## src/design/cpr_pkg.sv

```systemverilog
// Shared types, codes and constants of the camera pixel converter.
`timescale 1ns / 1ps

package cpr_pkg;

	typedef struct packed {
		logic [7:0] byte0;
		logic [7:0] byte1;
		logic [7:0] byte2;
		logic [7:0] byte3;
	} in_t;

	typedef struct packed {
		logic [7:0] red;
		logic [7:0] green;
		logic [7:0] blue;
		logic [7:0] alpha;
		logic       last_of_item;
	} out_t;

	// Pixel format register codes.
	localparam logic [2:0] FMT_RGBA = 3'd0;
	localparam logic [2:0] FMT_BGRA = 3'd1;
	localparam logic [2:0] FMT_RGB  = 3'd2;
	localparam logic [2:0] FMT_YUYV = 3'd3;
	localparam logic [2:0] FMT_NV12 = 3'd4;

	// Command kinds passed from the front to the back.
	localparam logic [1:0] KIND_DIRECT = 2'd0;
	localparam logic [1:0] KIND_YUV    = 2'd1;
	localparam logic [1:0] KIND_PAIR   = 2'd2;

	// Direct: p0..p3 = R G B A. Yuv: p0 = Y, p1 = U, p2 = V.
	// Pair: p0 = Y0, p1 = U, p2 = V, p3 = Y1.
	typedef struct packed {
		logic [1:0] kind;
		logic [7:0] p0;
		logic [7:0] p1;
		logic [7:0] p2;
		logic [7:0] p3;
	} cmd_t;

	localparam int QUEUE_DEPTH = 4;

	localparam int PROD_W = 20;
	localparam int SUM_W  = 22;

	localparam logic signed [PROD_W-1:0] Y_OFS = 20'sd16;
	localparam logic signed [PROD_W-1:0] C_OFS = 20'sd128;

	// BT.601 video-range coefficients, Q10.
	localparam logic signed [PROD_W-1:0] K_Y  = 20'sd1192;
	localparam logic signed [PROD_W-1:0] K_RV = 20'sd1634;
	localparam logic signed [PROD_W-1:0] K_GU = 20'sd400;
	localparam logic signed [PROD_W-1:0] K_GV = 20'sd833;
	localparam logic signed [PROD_W-1:0] K_BU = 20'sd2066;

	// Drop negatives, shift out the fraction, saturate at 255.
	function automatic logic [7:0] clamp_q10(input logic signed [SUM_W-1:0] s);
		logic [7:0] r;
		if (s[SUM_W-1]) begin
			r = 8'd0;
		end else if (|s[SUM_W-2:18]) begin
			r = 8'hFF;
		end else begin
			r = s[17:10];
		end
		return r;
	endfunction

endpackage

```

## src/design/cpr_front.sv

```systemverilog
// Front end: format register, input accept and classification into commands.
`timescale 1ns / 1ps

module cpr_front (
	input  logic             clk,
	input  logic             arst_n,
	input  logic             cfg_wen,
	input  logic [2:0]       cfg_wdata,
	input  logic             in_valid,
	output logic             in_ready,
	input  cpr_pkg::in_t     in_data,
	input  logic             push_ready,
	output logic             push_valid,
	output cpr_pkg::cmd_t    push_cmd
);

	logic [2:0] fmt_q;
	logic       known;

	always_ff @(posedge clk or negedge arst_n) begin
		if (!arst_n) begin
			fmt_q <= cpr_pkg::FMT_RGBA;
		end else if (cfg_wen) begin
			fmt_q <= cfg_wdata;
		end
	end

	always_comb begin
		known         = 1'b1;
		push_cmd.kind = cpr_pkg::KIND_DIRECT;
		push_cmd.p0   = in_data.byte0;
		push_cmd.p1   = in_data.byte1;
		push_cmd.p2   = in_data.byte2;
		push_cmd.p3   = in_data.byte3;
		case (fmt_q)
			cpr_pkg::FMT_RGBA: begin
			end
			cpr_pkg::FMT_BGRA: begin
				push_cmd.p0 = in_data.byte2;
				push_cmd.p2 = in_data.byte0;
			end
			cpr_pkg::FMT_RGB: begin
				push_cmd.p3 = 8'hFF;
			end
			cpr_pkg::FMT_YUYV: begin
				push_cmd.kind = cpr_pkg::KIND_PAIR;
				push_cmd.p2   = in_data.byte3;
				push_cmd.p3   = in_data.byte2;
			end
			cpr_pkg::FMT_NV12: begin
				push_cmd.kind = cpr_pkg::KIND_YUV;
			end
			default: begin
				known = 1'b0;
			end
		endcase
	end

	// Items of an unused format are taken and dropped.
	assign in_ready   = push_ready;
	assign push_valid = in_valid && known;

endmodule

```

## src/design/cpr_fifo.sv

```systemverilog
// Short command queue between the front and the back.
`timescale 1ns / 1ps

module cpr_fifo #(
	parameter int DEPTH = cpr_pkg::QUEUE_DEPTH
) (
	input  logic          clk,
	input  logic          arst_n,
	input  logic          push_valid,
	output logic          push_ready,
	input  cpr_pkg::cmd_t push_cmd,
	input  logic          pop,
	output logic          head_valid,
	output cpr_pkg::cmd_t head_cmd
);

	localparam int PW = (DEPTH > 1) ? $clog2(DEPTH) : 1;
	localparam int CW = $clog2(DEPTH + 1);

	cpr_pkg::cmd_t mem [DEPTH];
	logic [PW-1:0] wr_q;
	logic [PW-1:0] rd_q;
	logic [CW-1:0] count_q;
	logic          do_push;
	logic          do_pop;

	assign push_ready = (count_q != CW'(DEPTH));
	assign head_valid = (count_q != '0);
	assign head_cmd   = mem[rd_q];
	assign do_push    = push_valid && push_ready;
	assign do_pop     = pop && head_valid;

	always_ff @(posedge clk) begin
		if (do_push) begin
			mem[wr_q] <= push_cmd;
		end
	end

	always_ff @(posedge clk or negedge arst_n) begin
		if (!arst_n) begin
			wr_q    <= '0;
			rd_q    <= '0;
			count_q <= '0;
		end else begin
			if (do_push) begin
				wr_q <= (wr_q == PW'(DEPTH - 1)) ? '0 : wr_q + 1'b1;
			end
			if (do_pop) begin
				rd_q <= (rd_q == PW'(DEPTH - 1)) ? '0 : rd_q + 1'b1;
			end
			if (do_push && !do_pop) begin
				count_q <= count_q + 1'b1;
			end else if (do_pop && !do_push) begin
				count_q <= count_q - 1'b1;
			end
		end
	end

endmodule

```

## src/design/cpr_back.sv

```systemverilog
// Back end: pixel issue, YCbCr products, sum and clamp, output register.
`timescale 1ns / 1ps

module cpr_back (
	input  logic          clk,
	input  logic          arst_n,
	input  logic          head_valid,
	input  cpr_pkg::cmd_t head_cmd,
	output logic          pop,
	output logic          out_valid,
	input  logic          out_ready,
	output cpr_pkg::out_t out_data
);

	localparam int PW = cpr_pkg::PROD_W;
	localparam int SW = cpr_pkg::SUM_W;

	logic                 phase_q;
	logic                 en;
	logic                 issue;
	logic                 second;
	logic [7:0]           y_sel;
	logic signed [PW-1:0] yy;
	logic signed [PW-1:0] cb;
	logic signed [PW-1:0] cr;

	logic                 valid_s1;
	logic                 yuv_s1;
	logic                 last_s1;
	logic [31:0]          rgba_s1;
	logic signed [PW-1:0] base_s1;
	logic signed [PW-1:0] rv_s1;
	logic signed [PW-1:0] gu_s1;
	logic signed [PW-1:0] gv_s1;
	logic signed [PW-1:0] bu_s1;

	logic signed [SW-1:0] sum_r;
	logic signed [SW-1:0] sum_g;
	logic signed [SW-1:0] sum_b;

	logic                 valid_s2;
	cpr_pkg::out_t        data_s2;

	// Whole back advances together when the output slot is free or taken.
	assign en     = !valid_s2 || out_ready;
	assign issue  = en && head_valid;
	assign second = (head_cmd.kind == cpr_pkg::KIND_PAIR) && phase_q;
	assign pop    = issue && ((head_cmd.kind != cpr_pkg::KIND_PAIR) || phase_q);

	assign y_sel = second ? head_cmd.p3 : head_cmd.p0;
	assign yy    = $signed({{(PW-8){1'b0}}, y_sel}) - cpr_pkg::Y_OFS;
	assign cb    = $signed({{(PW-8){1'b0}}, head_cmd.p1}) - cpr_pkg::C_OFS;
	assign cr    = $signed({{(PW-8){1'b0}}, head_cmd.p2}) - cpr_pkg::C_OFS;

	always_ff @(posedge clk or negedge arst_n) begin
		if (!arst_n) begin
			phase_q  <= 1'b0;
			valid_s1 <= 1'b0;
			valid_s2 <= 1'b0;
		end else if (en) begin
			valid_s1 <= head_valid;
			valid_s2 <= valid_s1;
			if (head_valid && head_cmd.kind == cpr_pkg::KIND_PAIR) begin
				phase_q <= !phase_q;
			end
		end
	end

	always_ff @(posedge clk) begin
		if (issue) begin
			yuv_s1  <= (head_cmd.kind != cpr_pkg::KIND_DIRECT);
			last_s1 <= (head_cmd.kind != cpr_pkg::KIND_PAIR) || phase_q;
			rgba_s1 <= {head_cmd.p0, head_cmd.p1, head_cmd.p2, head_cmd.p3};
			base_s1 <= yy * cpr_pkg::K_Y;
			rv_s1   <= cr * cpr_pkg::K_RV;
			gu_s1   <= cb * cpr_pkg::K_GU;
			gv_s1   <= cr * cpr_pkg::K_GV;
			bu_s1   <= cb * cpr_pkg::K_BU;
		end
	end

	assign sum_r = SW'(base_s1) + SW'(rv_s1);
	assign sum_g = SW'(base_s1) - SW'(gu_s1) - SW'(gv_s1);
	assign sum_b = SW'(base_s1) + SW'(bu_s1);

	always_ff @(posedge clk) begin
		if (en && valid_s1) begin
			data_s2.last_of_item <= last_s1;
			if (yuv_s1) begin
				data_s2.red   <= cpr_pkg::clamp_q10(sum_r);
				data_s2.green <= cpr_pkg::clamp_q10(sum_g);
				data_s2.blue  <= cpr_pkg::clamp_q10(sum_b);
				data_s2.alpha <= 8'hFF;
			end else begin
				data_s2.red   <= rgba_s1[31:24];
				data_s2.green <= rgba_s1[23:16];
				data_s2.blue  <= rgba_s1[15:8];
				data_s2.alpha <= rgba_s1[7:0];
			end
		end
	end

	assign out_valid = valid_s2;
	assign out_data  = data_s2;

endmodule

```

## src/design/camera_pixel_to_rgba_converter_unit.sv

```systemverilog
// Top level of the camera pixel to RGBA8 converter.
`timescale 1ns / 1ps
//
//  channel | direction | handshake              | payload
//  --------+-----------+------------------------+-------------------------------
//  in      | request   | in_valid / in_ready    | in_data (byte0..byte3)
//  out     | result    | out_valid / out_ready  | out_data (rgba, last_of_item)
//  cfg     | write     | cfg_wen                | cfg_wdata (pixel format)
//
//  The back issues one pixel per cycle while the output is not stalled: a YUYV
//  request yields two pixels, every other format one, through the single issue port of the back.
//  A queued request passes from the queue through the s1 registers into the output register.
//  Reset clears the queue, the pipeline valids and the format (RGBA).
//  A stalled output freezes the back only; the front keeps queuing requests
//  until the queue (QUEUE_DEPTH entries) fills.

module camera_pixel_to_rgba_converter_unit #(
	parameter int QUEUE_DEPTH = cpr_pkg::QUEUE_DEPTH
) (
	input  logic          clk,
	input  logic          arst_n,
	input  logic          cfg_wen,
	input  logic [2:0]    cfg_wdata,
	input  logic          in_valid,
	output logic          in_ready,
	input  cpr_pkg::in_t  in_data,
	output logic          out_valid,
	input  logic          out_ready,
	output cpr_pkg::out_t out_data
);

	logic          push_valid;
	logic          push_ready;
	cpr_pkg::cmd_t push_cmd;
	logic          pop;
	logic          head_valid;
	cpr_pkg::cmd_t head_cmd;

	// Classify each request by format and map its bytes.
	cpr_front u_front (
		.clk        (clk),
		.arst_n     (arst_n),
		.cfg_wen    (cfg_wen),
		.cfg_wdata  (cfg_wdata),
		.in_valid   (in_valid),
		.in_ready   (in_ready),
		.in_data    (in_data),
		.push_ready (push_ready),
		.push_valid (push_valid),
		.push_cmd   (push_cmd)
	);

	// Hold commands so front and back stall independently.
	cpr_fifo #(
		.DEPTH (QUEUE_DEPTH)
	) u_fifo (
		.clk        (clk),
		.arst_n     (arst_n),
		.push_valid (push_valid),
		.push_ready (push_ready),
		.push_cmd   (push_cmd),
		.pop        (pop),
		.head_valid (head_valid),
		.head_cmd   (head_cmd)
	);

	// Expand commands into pixels and drive the output register.
	cpr_back u_back (
		.clk        (clk),
		.arst_n     (arst_n),
		.head_valid (head_valid),
		.head_cmd   (head_cmd),
		.pop        (pop),
		.out_valid  (out_valid),
		.out_ready  (out_ready),
		.out_data   (out_data)
	);

endmodule

```

## config.mk

```make
export PLATFORM = sky130hd
export DESIGN_NAME = camera_pixel_to_rgba_converter_unit
export DESIGN_NICKNAME = d
export VERILOG_FILES = /design/src/design/cpr_pkg.sv /design/src/design/cpr_front.sv /design/src/design/cpr_fifo.sv /design/src/design/cpr_back.sv /design/src/design/camera_pixel_to_rgba_converter_unit.sv
export SDC_FILE = /design/constraint.sdc
export NUM_CORES = 1
export LEC_CHECK = 0
export BUFFER_PORTS_ARGS = -buffer_cell sky130_fd_sc_hd__buf_2
export CORE_MARGIN = 2
export CORE_UTILIZATION = 52
export CTS_CLUSTER_SIZE = 28
export DETAILED_ROUTE_END_ITERATION = 16
export PLACE_DENSITY = 0.69
export SLEW_MARGIN = 20
export SYNTH_ARGS = -nofsm -noshare
export SYNTH_HDL_FRONTEND = slang
export SYNTH_HIERARCHICAL = 1
export SYNTH_SLANG_ARGS = --single-unit
```

## constraint.sdc

```tcl
create_clock -name clk -period 12.88 [get_ports clk]
set_input_delay 2.576 -clock clk [delete_from_list [all_inputs] [get_ports clk]]
set_output_delay 2.576 -clock clk [all_outputs]
set_load 0.1 [all_outputs]
```

==> metrics.txt, run 1 <==
largest fanout on the critical path=37; worst setup path class=flip-flop to flip-flop; FMAX=147 MHz; ys flop type=edfxtp_1; Seq cells post-synth=289; Post-Synthesis Cells=about 1.4k; final setup vio count=0; clock root buffer=clkbuf_16; initial antenna violation count=1; share of layout cells above drive strength 1=0.153; die extent in x=193 um; post-route ant nets=0; largest net degree at the start of global routing=75; Post-synth EDFFs=roughly 280; cell area after synthesis=18500 um^2; Required @ worst endpoint=between 10 and 15 ns; first-pass GRT wire length=60.4 mm; Max Cap Viol=0; Worst Setup Start Kind=flip-flop; count of hold-fix buffers inserted at cts=0; CP Capture Type=flip-flop; row cnt=69; Overflow after GRT=0; clock buffer count from CTS=31; yosys warns=6; max-slew violations=0; period utilization=0.527; CP Data Arrival Time=about 7 ns; die area=37200 um^2; CTS Buffer Depth=3; slew of the pin with the lowest slew margin=between 0.9 and 1 ns; Avg Cell Area, Syn=approximately 13 um^2; # nets final=between 1.5k and 2k; worst skew pair latency=just under 0.6 ns; post-route cell area=between 20000 and 25000 um^2; Clock Skews=between 0.01 and 0.015 ns; area grow syn2layout=10.1%; drt pass-1 iters=5; Area after DPL=just under 20000 um^2; clock transition at the registers of the reported paths=approximately 0.06 ns; Vias/cell=about 5.6; wire length per cell=19.3 um; Fin. Hold Viols=0; initial core utilization=0.525; Setup Fix Bufs, Post-CTS=0; register area share after synthesis=0.465; min Tclk post-route=around 6.8 ns; min-delay worst type=flip-flop to flip-flop; RSZ-0062 raised after global routing=false; post-CTS sizing=0; Core ar.=35300 um^2; vias in the first global route=11.2k; share of synthesized registers carrying an async set or reset=0.0450; Port Buf Inserts=74; # diodes=0; Rel. slew slack=0.380; die height=~190 um; DR vias=11.2k; clock net sink count=just under 300; CTS tree=done; drt initial violations=~640; overall routing resource usage=0.213; drc violations=0; IO Count=75; Yosys cell types=between 80 and 90; Routability Congestion=~0.90; Sum Neg Setup Slack=0 ns; Max H-tree Level=1; fin util=0.578; HPWL after detailed placement=28.9 mm; status=finished, final reports clean; Post-Route WL=38.3 mm; post-synth net total=between 1.5k and 2k
## layout make-up
class	instances	area [um^2]
multi-input cells	904	8990
well taps	461	577
fillers	2806	14900
flip-flops and latches	289	8610
clock buffers	38	802
inverters	192	723
clock inverters	20	259
repair buffers	82	430
## layer usage
| layer | vias up | share of wire | global-route usage | routed length, um |
|---|---|---|---|---|
| li1 | 5355 | - | - | - |
| met1 | 5435 | 0.44 | 0.291 | 17000 |
| met2 | 296 | 0.47 | 0.352 | 17900 |
| met3 | 68 | 0.058 | 0.0320 | 2200 |
| met4 | 0 | 0.030 | 0.0643 | 1140 |
| met5 | - | 0 | 0 | 0 |
## Yosys cell counts (4+ instances only)
cell type	n	area (um^2)
clkbuf_1	7	26.3
o21bai_1	10	75.1
a21oi_1	55	275
a211oi_1	7	52.6
a221o_2	7	78.8
edfxtp_1	276	8290
a31oi_1	8	50.1
nand4_1	5	31.3
ha_1	253	3170
nor2_1	44	165
nor3_1	22	110
nor2b_1	16	100
xor2_1	18	158
fa_1	59	1180
mux2_2	30	338
inv_1	192	721
a22oi_1	7	52.6
a21o_1	17	128
or2_2	14	87.6
nand2b_1	15	93.8
or3_1	6	37.5
buf_4	10	75.1
buf_2	5	25.0
o21ai_0	31	155
nand2_1	50	188
mux2i_1	6	60.1
nand3_1	18	90.1
xnor2_1	50	438
a21boi_0	4	30.0
dfrtp_1	13	325
and2_1	13	81.3
mux2_1	8	90.1
and3_1	5	31.3
o31ai_1	5	37.5
mux4_2	28	631
o21a_1	13	97.6
mux4_1	6	158
mux2_4	6	90.1
## metrics by stage
step           hold slack [ns]  instances  setup WS, ns
2_1_floorplan            0.400       1412          7.12
3_3_place_gp             0.408       1928          6.31
3_5_place_dp             0.408       1928          6.08
4_1_cts                  0.424       1986          6.05
5_1_grt                  0.445       1986          5.60
6_report                 0.426       1986          6.09
## layout by cell type, fill, tap and decap left out, types with 22 or more instances in the layout
cell       synthesis  layout
mux4_2            28      28
edfxtp_1         276     276
fa_1              59      59
xnor2_1           50      50
buf_2              5      74
nor3_1            22      22
nand2_1           50      50
inv_1            192     191
a21oi_1           55      55
nor2_1            44      44
ha_1             253     253
mux2_2            30      30
o21ai_0           31      31
clkbuf_16          0      31
## worst max-delay path, cell delays in order (launching register included)
cell and delay [ns]:
dfrtp_2 0.34, buf_4 0.56, mux4_2 0.60, nor2b_1 0.17
nand2_1 0.36, mux2i_1 0.47, nor2b_1 0.30, and2_1 0.41
ha_1 0.32, ha_1 0.27, inv_1 0.07, fa_1 0.51
fa_1 0.54, inv_1 0.04, ha_1 0.31, a21boi_0 0.14
o21ai_0 0.25, a21boi_0 0.16, o21ai_0 0.23, nand2_1 0.13
o311ai_0 0.36
## sequential cells by signal (all words and copies together) (netlist names), 2 cells and up
register	cells
u_back/rgba_s1	32
u_back/rv_s1	15
u_back/out_data	33
u_fifo/rd_q	2
u_back/gv_s1	14
u_fifo/wr_q	2
u_back/gu_s1	11
u_back/base_s1	17
u_fifo/mem	136
u_back/bu_s1	16
u_front/fmt_q	3
u_fifo/count_q	3
## kinds of logic (layout without fill, tap and decap cells)
family,Yosys count,in the layout,synth area share
flip-flops,289,289,0.465
adder cells (fa/ha/maj),312,312,0.235
AND/OR/NAND/NOR,227,227,0.0633
AO/OA/AOI/OAI,213,213,0.0811
XOR/XNOR,68,68,0.0321
buffers and inverters,219,332,0.0502
multiplexers,84,84,0.0737
## final timing paths
kind	startpoint	to	slack, ns	cells after the start
setup / recovery	u_fifo/rd_q[0]	u_back/base_s1[18]	6.09	20
hold / removal	u_back/last_s1	u_back/out_data[0]	0.43	0
setup reg to reg	u_fifo/rd_q[0]	u_back/base_s1[18]	6.09	20
hold reg to reg	u_back/last_s1	u_back/out_data[0]	0.43	0
max in group asynchronous	arst_n	u_fifo/rd_q[0]	10.68	1
min in group asynchronous	arst_n	u_back/phase_q	1.91	1
Power of run 1 is left out: the tool's default activity adds up to more than one toggle a clock period on the data nets, which glitch-free logic cannot reach.
==> run 2: changes to the inputs <==
Settings changed: PLACE_DENSITY 0.69 to 0.72.
Clock period 12.88 ns to 5.7 ns, I/O delays scaled along.
==> run 2 against run 1 <==
Effect of this change:
- wire length down 0.12%
- final area up 0.91%
- first-iteration DRC count down 6.5%
- sequential share of layout area down 0.38 points
- hold slack worse by 0.0018 ns
- flip-flop and latch count unchanged
- core utilization up 0.53 points
- non-clock buffer count up 24
- register-to-register slack worse by 5.7 ns
- worst setup slack worse by 5.7 ns
- critical path type unchanged
- via count down 0.25%
==> metrics.txt, run 2 (synthesized netlist as in run 1, its figures left out) <==
status=finished, final reports clean; Sum Neg Setup Slack=0 ns (unchanged); hold worst-path end=u_back/out_data[0]; vias in the first global route=11.2k (-0.73%); clock net sink count=289 (unchanged); # nets final=1876 (+1.3%); Top reg by flops=u_fifo/mem; wire length per cell=19.0 um (-1.2%); wire length on met1=16.9 mm (-0.54%); flop2flop setup slack=0.39 ns (-5.70 ns); worst-path cell chain=buf_12, mux4_2, ha_1, inv_1, fa_1, fa_1, inv_1, fa_1, fa_1, a21o_1, a21oi_2, o21bai_1, a21oi_1, o21ai_0, a21oi_1, nor3_1, a311o_1; period utilization=0.932 (+0.405); Fin. Hold Viols=0 (unchanged); CP Capture Type=flip-flop; Routability Congestion=0.917 (+1.3%); multi-input logic area=9020 um^2 (+0.33%); final setup margin=0.386 ns (-5.70 ns); share of layout cells above drive strength 1=0.170 (+0.0173); HPWL after detailed placement=29.1 mm (+1.0%); # diodes=0 (unchanged); Max Used Layer=met4; count of hold-fix buffers inserted at cts=0 (unchanged); clock transition at the registers of the reported paths=0.06 ns (about the same); Max Cap Viol=0 (unchanged); drt pass-1 iters=5 (unchanged); Vias/cell=5.54 (-1.3%); routed wl met3=2.05 mm (-6.9%); most frequent CP cell=fa_1; DR vias=11.1k (-0.25%); die height=193 um (unchanged); min Tclk post-route=5.31 ns (-1.48 ns); CP Buf/Inv Count=3 (unchanged); Worst R2R End=u_back/rv_s1[18]; slew of the pin with the lowest slew margin=0.974 ns (+0.0447 ns); initial antenna violation count=0 (-1); IO Count=75 (unchanged); worst setup path class=flip-flop to flip-flop; RSZ-0062 raised after global routing=false; Overflow after GRT=0 (unchanged); Max H-tree Level=1 (unchanged); R2R Path Start=u_fifo/rd_q[0]; Rel. slew slack=0.351 (-0.0298); CTS Buffer Depth=3 (unchanged); area grow syn2layout=11.1%; Required @ worst endpoint=6.01 ns (-7.23 ns); largest fanout on the critical path=18 (-51%); die extent in x=193 um (unchanged); overall routing resource usage=0.210 (-0.00273); clock buffer count from CTS=31 (unchanged); row cnt=69 (unchanged); final setup vio count=0 (unchanged); min-delay worst type=flip-flop to flip-flop; Post-Route WL=38.2 mm (-0.12%); CTS tree=done; CP max stage cell=mux4_2; Filler Cell Count=2756 (-1.8%); met2 routed WL=18.4 mm (+2.7%); Place WS=0.198 ns (-5.88 ns); Reg2Reg Depth=17 (-15%); hold path cells=0 (unchanged); most frequent cells in the layout=276 x edfxtp_1, 253 x ha_1, 191 x inv_1; drt initial violations=600 (-6.5%); drc violations=0 (unchanged); post-route ant nets=0 (unchanged); max reg flops=136 (unchanged); storage element area=8610 um^2 (unchanged); Port Buf Inserts=74 (unchanged); largest net degree at the start of global routing=78 (+4.0%); Core ar.=35300 um^2 (unchanged); max-slew violations=0 (unchanged); most common cell after layout, fill and taps aside=edfxtp_1; Worst Hold Launch=u_back/last_s1; first-pass GRT wire length=59.4 mm (-1.6%); worst skew pair latency=0.58 ns (about the same); die area=37200 um^2 (unchanged); FMAX=188 MHz (+28%); CP Data Arrival Time=5.62 ns (-1.53 ns); fin util=0.583 (+0.00528); Critical Path Max Stage Delay=0.58 ns (-0.02 ns); initial core utilization=0.525 (unchanged); clock root buffer=clkbuf_16; CP top delay family=adder cells; Worst Setup Start Kind=flip-flop; Clock Skews=0.0173 ns (+0.00241 ns)
==> run 2: changes by cell type in the layout (fill, tap and decap cells not counted), sizes merged <==
| cell | before | now |
|---|---|---|
| inv | 196 | 194 |
| bufinv | 5 | 4 |
| clkinvlp | 2 | 0 |
| clkbuf | 38 | 37 |
| buf | 82 | 105 |
| clkinv | 9 | 13 |
==> run 2: stage by stage <==
stage	std cells	cell area, um^2	hold slack [ns]
2_1_floorplan	1412	18500	0.400
3_3_place_gp	1950	19500	0.407
3_5_place_dp	1950	19500	0.410
4_1_cts	2005	20500	0.421
5_1_grt	2007	20600	0.437
6_report	2007	20600	0.424
==> run 2: worst max path at each step <==
stage                              start            endpoint  slack [ns]  cells past startpoint
after CTS                 u_fifo/rd_q[0]  u_back/base_s1[18]        0.12                     22
after global placement    u_fifo/rd_q[0]  u_back/base_s1[18]        0.27                     23
final                     u_fifo/rd_q[0]    u_back/rv_s1[18]        0.39                     17
after detailed placement  u_fifo/rd_q[0]  u_back/base_s1[18]        0.20                     22
after floorplan           u_fifo/rd_q[0]  u_back/base_s1[18]        0.02                     24
after global routing      u_fifo/rd_q[0]    u_back/rv_s1[18]        0.02                     18
==> run 2: layer usage <==
metal	vias up	track usage
li1	5387	-
met1	5403	0.283
met2	277	0.355
met3	59	0.0355
met4	0	0.0528
met5	-	0
==> run 2: what timing repair did <==
action / 4_1_cts / 5_1_grt
setup endpoints to repair: 0 / 5
resized for setup: 0 / 11
setup buffers: 0 / 1
==> run 2: area by class of cell <==
type                            instances  area share
Multi-Input combinational cell        904       0.438
Sequential cell                       289       0.419
Clock buffer                           36      0.0386
Inverter                              192      0.0351
Timing Repair Buffer                  106      0.0311
Tap cell                              461      0.0280
Clock inverter                         19      0.0103
Power of run 2 is left out for the same reason.
